File: config.mk
export PLATFORM = sky130hd
export DESIGN_NAME = svpd_div
export DESIGN_NICKNAME = d
export VERILOG_FILES = /design/src/svpd_pkg.sv /design/src/svpd_div.sv
export SDC_FILE = /design/constraint.sdc
export NUM_CORES = 1
export LEC_CHECK = 0
export BUFFER_PORTS_ARGS = -buffer_cell sky130_fd_sc_hd__buf_2
export CORE_MARGIN = 2
export CORE_UTILIZATION = 30
export DETAILED_ROUTE_END_ITERATION = 7
export PLACE_DENSITY = 0.45
export SLEW_MARGIN = 10
export SYNTH_ARGS = -nofsm -noshare
export SYNTH_HDL_FRONTEND = slang
export SYNTH_SLANG_ARGS = --single-unit
File: constraint.sdc
create_clock -name clk -period 10.6 [get_ports clk]
set_clock_uncertainty 0.2 [all_clocks]
set_input_delay 2.65 -clock clk [delete_from_list [all_inputs] [get_ports clk]]
set_output_delay 2.65 -clock clk [all_outputs]
set_load 0.005 [all_outputs]
File: src/svpd_pkg.sv
// ============================================================================
// svpd_pkg
// Shared widths, constants and types for the space-vector PWM duty pipeline.
// ============================================================================
package svpd_pkg;

  // Field widths
  localparam int VOLT_W  = 16;            // signed voltage inputs
  localparam int FRAC    = 15;            // duty fraction bits (1.0 = 2^FRAC)
  localparam int DUTY_W  = FRAC + 1;      // duty output width
  localparam int SECT_W  = 3;             // sector number width

  // Divider geometry: |num| = 3*|v|*2^FRAC, den = 2*vdc
  localparam int MAG3_W  = VOLT_W + 1;          // 3*|v|
  localparam int NUM_W   = MAG3_W + FRAC;       // dividend width
  localparam int DEN_W   = VOLT_W;              // divisor width
  localparam int QB      = FRAC + 3;            // quotient bits (up to 4.0, plus margin)
  localparam int A_W     = QB + 1;              // signed normalized value width
  localparam int DIV_STEP = 2;                  // quotient bits per stage
  localparam int DIV_STG  = QB / DIV_STEP;      // iteration stages
  localparam int DIV_LAT  = DIV_STG + 2;        // request to quotient, in cycles

  // Saturation limit of normalized values: 4.0
  localparam logic [QB-1:0] NORM_LIM = QB'(4) << FRAC;

  // Top-level latency from accepted beat to result strobe
  localparam int PIPE_LAT = DIV_LAT + 6;

  // Sector codes
  localparam logic [SECT_W-1:0] SECT_NONE = 3'd0;
  localparam logic [SECT_W-1:0] SECT_1    = 3'd1;
  localparam logic [SECT_W-1:0] SECT_2    = 3'd2;
  localparam logic [SECT_W-1:0] SECT_3    = 3'd3;
  localparam logic [SECT_W-1:0] SECT_4    = 3'd4;
  localparam logic [SECT_W-1:0] SECT_5    = 3'd5;
  localparam logic [SECT_W-1:0] SECT_6    = 3'd6;

  // Divider request bundle
  typedef struct packed {
    logic             vld;
    logic             neg;
    logic [NUM_W-1:0] num;
    logic [DEN_W-1:0] den;
  } svpd_div_req_t;

endpackage

File: src/svpd_div.sv
// ============================================================================
// svpd_div
// Pipelined restoring divider, DIV_STEP quotient bits per stage, with
// truncation toward zero and saturation of the signed result to +/-4.0.
// ============================================================================
module svpd_div import svpd_pkg::*; (
  input  logic                  clk,
  input  logic                  rst_n,
  input  svpd_div_req_t         req,
  output logic                  quo_vld,
  output logic signed [A_W-1:0] quo
);

  // Stage registers, index 0 holds the loaded request
  logic             vld_r [DIV_STG+1];
  logic             neg_r [DIV_STG+1];
  logic             ovf_r [DIV_STG+1];
  logic [QB-1:0]    num_r [DIV_STG+1];
  logic [DEN_W-1:0] den_r [DIV_STG+1];
  logic [DEN_W-1:0] rem_r [DIV_STG+1];
  logic [QB-1:0]    q_r   [DIV_STG+1];

  logic [DEN_W-1:0] rem_nxt [DIV_STG];
  logic [QB-1:0]    q_nxt   [DIV_STG];

  logic                  quo_vld_r;
  logic signed [A_W-1:0] quo_r;
  logic signed [A_W-1:0] quo_nxt;

  logic ovf_in;

  // Quotient would not fit in QB bits: saturate later
  assign ovf_in = DEN_W'(req.num[NUM_W-1:QB]) >= req.den;

  // Two restoring steps per stage
  always_comb begin
    logic [DEN_W-1:0] rem;
    logic [QB-1:0]    q;
    logic [DEN_W:0]   rs;
    for (int s = 0; s < DIV_STG; s++) begin
      rem = rem_r[s];
      q   = q_r[s];
      for (int j = 0; j < DIV_STEP; j++) begin
        rs = {rem, num_r[s][QB-1-(s*DIV_STEP+j)]};
        if (rs >= {1'b0, den_r[s]}) begin
          rem = DEN_W'(rs - {1'b0, den_r[s]});
          q   = {q[QB-2:0], 1'b1};
        end else begin
          rem = rs[DEN_W-1:0];
          q   = {q[QB-2:0], 1'b0};
        end
      end
      rem_nxt[s] = rem;
      q_nxt[s]   = q;
    end
  end

  // Sign and saturation of the final quotient
  always_comb begin
    logic [QB-1:0]         mag;
    logic signed [A_W-1:0] mag_s;
    if (ovf_r[DIV_STG] || (q_r[DIV_STG] > NORM_LIM)) begin
      mag = NORM_LIM;
    end else begin
      mag = q_r[DIV_STG];
    end
    mag_s   = $signed(A_W'(mag));
    quo_nxt = neg_r[DIV_STG] ? -mag_s : mag_s;
  end

  // Valid bits
  always_ff @(posedge clk) begin
    if (!rst_n) begin
      for (int s = 0; s <= DIV_STG; s++) begin
        vld_r[s] <= 1'b0;
      end
      quo_vld_r <= 1'b0;
    end else begin
      vld_r[0] <= req.vld;
      for (int s = 0; s < DIV_STG; s++) begin
        vld_r[s+1] <= vld_r[s];
      end
      quo_vld_r <= vld_r[DIV_STG];
    end
  end

  // Payload
  always_ff @(posedge clk) begin
    neg_r[0] <= req.neg;
    ovf_r[0] <= ovf_in;
    num_r[0] <= req.num[QB-1:0];
    den_r[0] <= req.den;
    rem_r[0] <= DEN_W'(req.num[NUM_W-1:QB]);
    q_r[0]   <= '0;
    for (int s = 0; s < DIV_STG; s++) begin
      neg_r[s+1] <= neg_r[s];
      ovf_r[s+1] <= ovf_r[s];
      num_r[s+1] <= num_r[s];
      den_r[s+1] <= den_r[s];
      rem_r[s+1] <= rem_nxt[s];
      q_r[s+1]   <= q_nxt[s];
    end
    quo_r <= quo_nxt;
  end

  assign quo_vld = quo_vld_r;
  assign quo     = quo_r;

endmodule

==> insert_results.sql <==
INSERT INTO impl_metrics (metric_group, metric, value, unit) VALUES
('outcome', 'run_status', 'finished, final reports clean', ''),
('setup_path', 'critical_path.startpoint_type', 'flip-flop', ''),
('route', 'route.met2.wl', '32.8', 'mm'),
('setup_path', 'r2r_start', 'den_r[5][1]$_DFF_P_', ''),
('route', 'detail_route.wirelength.met1', '32.5', 'mm'),
('route', 'drc', '0', ''),
('setup_path', 'crit_family', 'compound AO/OA/AOI/OAI gates', ''),
('setup_path', 'crit_end_category', 'flip-flop', ''),
('placement', 'finalWeightedCongestion', '0.863', ''),
('die', 'die_h', '303', 'µm'),
('setup_path', 'crit_path_top_delay_cell', 'sky130_fd_sc_hd__o21a_1', ''),
('finish', 'area_growth_syn_to_fin', '14.6', '%'),
('clock_network', 'numCtsBuffers', '59', ''),
('setup_path', 'worst-path-max-fanout', '24', ''),
('timing', 'worst_pin_slew', '0.959', 'ns'),
('setup_path', 'slowest_delay', '0.66', 'ns'),
('route', 'route.antenna.remaining_nets', '0', ''),
('setup_path', 'crit_path_cell_trace', 'inv_1, ha_1, nor2b_1, o31a_1, o31ai_1, a211o_1, a21oi_1, a2bb2oi_2, buf_4, nor2_1, a21oi_1, ha_1, nor2b_1, o31a_1, o21ai_0, a21oi_1, a221o_1, a21o_1, a21oi_1, o21a_1, mux2_2', ''),
('placement', 'detailedPlace.worstSlack', '4.17', 'ns'),
('clock_network', 'cts_hold_buf', '0', ''),
('die', 'floorplan.die.width', '303', 'µm'),
('setup_path', 'worst-setup-path-type', 'flip-flop to flip-flop', ''),
('setup_path', 'data_arrival_time_at_the_worst_slack_endpoint', '6.81', 'ns'),
('route', 'routedWlPerCell', '17.0', 'µm'),
('synthesis', 'netlist-cell-type-count', '77', ''),
('placement', 'placement.io_buffers', '71', ''),
('synthesis', 'synthesis.yosys.warnings', '0', ''),
('finish', 'most_frequent_cells_in_the_layout', 'sky130_fd_sc_hd__dfxtp_1 (516), sky130_fd_sc_hd__ha_1 (302), sky130_fd_sc_hd__inv_1 (242)', ''),
('timing', 'worst_case_setup_margin_in_the_final_layout', '4.10', 'ns'),
('global_route', 'globalRouteTotalUtil', '15.2', '%'),
('synthesis', 'synth_area', '0.0269', 'mm²'),
('timing', 'grt_setup_unrepaired', 'false', ''),
('synthesis', 'syn-mean-instance-area', '9.50', 'µm²'),
('clock_network', 'post_cts.repair.setup_buffers', '0', ''),
('min_path', 'holdPathEnd', 'q_r[8][2]$_DFF_P_', ''),
('finish', 'filler_cell_count', '8994', ''),
('clock_network', 'clock_tree_from_tritoncts', 'yes', ''),
('die', 'fp.dieArea', '0.0921', 'mm²'),
('global_route', 'initial_antenna_violation_count', '5', ''),
('die', 'core.rowCount', '109', ''),
('setup_path', 'reg2reg_depth', '21', ''),
('global_route', 'wire_length_of_the_first_global_routing_pass', '111', 'mm'),
('synthesis', 'syn_nets', '3202', ''),
('timing', 'fin_crit_sh', '61.3', '%'),
('setup_path', 'crit-reg2reg-capture', 'rem_r[6][1]$_DFF_P_', ''),
('clock_network', 'cts_resized', '0', ''),
('job', 'timing.max_cap.violations', '0', ''),
('global_route', 'grt_start_max_net_pins', '29', ''),
('route', 'met3WireLength', '2.70', 'mm'),
('setup_path', 'rrSetupSlack', '4.10', 'ns'),
('synthesis', 'seq_area_frac_synth', '38.4', '%'),
('clock_network', 'worst_skew_pair.late_latency', '0.63', 'ns'),
('clock_network', 'numClockSinks', '516', ''),
('min_path', 'worst_hold_startpoint', 'q_r[7][0]$_DFF_P_', ''),
('route', 'maxUsedRoutingLayer', 'met5', ''),
('route', 'via_per_inst', '4.88', ''),
('timing', 'achievable-frequency', '0.154', 'GHz'),
('global_route', 'gr-total-overflow', '0', ''),
('die', 'initial_utilization', '30.3', '%'),
('setup_path', 'cell_repeated_most_along_the_worst_path', 'sky130_fd_sc_hd__a21oi_1', ''),
('route', 'drtIter0Drc', '1005', ''),
('setup_path', 'cp.required', '10.91', 'ns'),
('synthesis', 'synth_edf_count', '0', ''),
('timing', 'post-route-min-period', '6.50', 'ns'),
('synthesis', 'netlist_instances', '2831', ''),
('synthesis', 'ys_ff_latch', '516', ''),
('min_path', 'hold_class', 'flip-flop to flip-flop', ''),
('die', 'placeableCoreArea', '0.0886', 'mm²'),
('timing', 'slew_headroom', '35.9', '%'),
('clock_network', 'cts_max_level', '2', ''),
('finish', 'drive_above_1_share', '12.4', '%');
[worst max path at each step]
stage	from	to	slack, ns
floorplan	den_r[2][8]$_DFF_P_	rem_r[3][10]$_DFF_P_	4.83
global placement	den_r[5][1]$_DFF_P_	rem_r[6][1]$_DFF_P_	4.11
detailed placement	den_r[5][1]$_DFF_P_	rem_r[6][1]$_DFF_P_	4.17
CTS	den_r[5][1]$_DFF_P_	rem_r[6][1]$_DFF_P_	4.12
global route	den_r[0][1]$_DFF_P_	rem_r[1][10]$_DFF_P_	3.55
finish	den_r[5][1]$_DFF_P_	rem_r[6][1]$_DFF_P_	4.10
[cell families (layout without fill, tap and decap cells)]
family	after synthesis	in the layout	synth area share, %
buffers and inverters	282	433	4.03
adder cells (fa/ha/maj)	319	319	15.3
XOR/XNOR	208	208	6.77
flip-flops	516	516	38.4
multiplexers	172	172	7.26
AO/OA/AOI/OAI	696	696	16.8
AND/OR/NAND/NOR	638	638	11.4
other	0	1	0
[sequential cells by signal (all words and copies together), names as in the netlist, 10 cells and up]
signal and count:
vld_r 10, quo 19, q_r 90, ovf_r 10, rem_r 142, den_r 144, num_r 90, neg_r 10
[cell usage after synthesis, types with 24 or more instances]
| master | count | share of area, % |
|---|---|---|
| sky130_fd_sc_hd__mux2_2 | 153 | 6.4 |
| sky130_fd_sc_hd__nor2b_1 | 42 | 0.98 |
| sky130_fd_sc_hd__nand3_1 | 38 | 0.71 |
| sky130_fd_sc_hd__nand2b_1 | 31 | 0.72 |
| sky130_fd_sc_hd__a21o_1 | 86 | 2.4 |
| sky130_fd_sc_hd__a211oi_1 | 33 | 0.92 |
| sky130_fd_sc_hd__nand4_1 | 44 | 1.0 |
| sky130_fd_sc_hd__inv_1 | 242 | 3.4 |
| sky130_fd_sc_hd__dfxtp_1 | 516 | 38 |
| sky130_fd_sc_hd__o21a_1 | 48 | 1.3 |
| sky130_fd_sc_hd__nor3_1 | 55 | 1.0 |
| sky130_fd_sc_hd__a21oi_1 | 183 | 3.4 |
| sky130_fd_sc_hd__nand2_1 | 159 | 2.2 |
| sky130_fd_sc_hd__xor2_1 | 82 | 2.7 |
| sky130_fd_sc_hd__xnor2_1 | 126 | 4.1 |
| sky130_fd_sc_hd__clkbuf_1 | 24 | 0.33 |
| sky130_fd_sc_hd__nor2_1 | 180 | 2.5 |
| sky130_fd_sc_hd__o21ai_0 | 160 | 3.0 |
| sky130_fd_sc_hd__ha_1 | 302 | 14 |
[cell type report]
| class | count | area [µm²] | area share [%] |
|---|---|---|---|
| antenna | 1 | 2.50 | 0.00812 |
| clock buffer | 75 | 1640 | 5.31 |
| clock inverter | 37 | 551 | 1.79 |
| inverter | 242 | 908 | 2.95 |
| multi-input combinational | 2033 | 15500 | 50.4 |
| sequential | 516 | 10300 | 33.5 |
| tap | 1165 | 1460 | 4.73 |
| timing repair buffer | 79 | 415 | 1.35 |
[metal layers]
| layer | GRT usage, % | vias up |
|---|---|---|
| met2 | 25.9 | 365 |
| met1 | 19.6 | 9460 |
| li1 | - | 10300 |
| met3 | 2.18 | 129 |
| met4 | 5.43 | 2 |
| met5 | 0 | - |
[worst reg2reg max path, stage by stage, from the launching register on]
cell	delay (ns)
sky130_fd_sc_hd__dfxtp_1	0.33
sky130_fd_sc_hd__inv_1	0.13
sky130_fd_sc_hd__ha_1	0.36
sky130_fd_sc_hd__nor2b_1	0.17
sky130_fd_sc_hd__o31a_1	0.20
sky130_fd_sc_hd__o31ai_1	0.14
sky130_fd_sc_hd__a211o_1	0.37
sky130_fd_sc_hd__a21oi_1	0.39
sky130_fd_sc_hd__a2bb2oi_2	0.17
sky130_fd_sc_hd__buf_4	0.31
sky130_fd_sc_hd__nor2_1	0.08
sky130_fd_sc_hd__a21oi_1	0.35
sky130_fd_sc_hd__ha_1	0.35
sky130_fd_sc_hd__nor2b_1	0.15
sky130_fd_sc_hd__o31a_1	0.26
sky130_fd_sc_hd__o21ai_0	0.26
sky130_fd_sc_hd__a21oi_1	0.21
sky130_fd_sc_hd__a221o_1	0.42
sky130_fd_sc_hd__a21o_1	0.18
sky130_fd_sc_hd__a21oi_1	0.26
sky130_fd_sc_hd__o21a_1	0.66
sky130_fd_sc_hd__mux2_2	0.43
[per-stage QoR]
stage | hold slack, ns | area, µm² | utilization [%] | cells
final | 0.111 | 30800 | 34.8 | 4148
after global routing | 0.111 | 30800 | 34.8 | 4147
after CTS | 0.109 | 30800 | 34.8 | 4147
after detailed placement | 0.112 | 28600 | 32.3 | 4035
after global placement | 0.110 | 28600 | 32.3 | 4035
after floorplan | 0.110 | 26900 | - | 2831
Power is not shown: default switching activity piles up to over one toggle a cycle in this logic, so the estimate is an artifact.
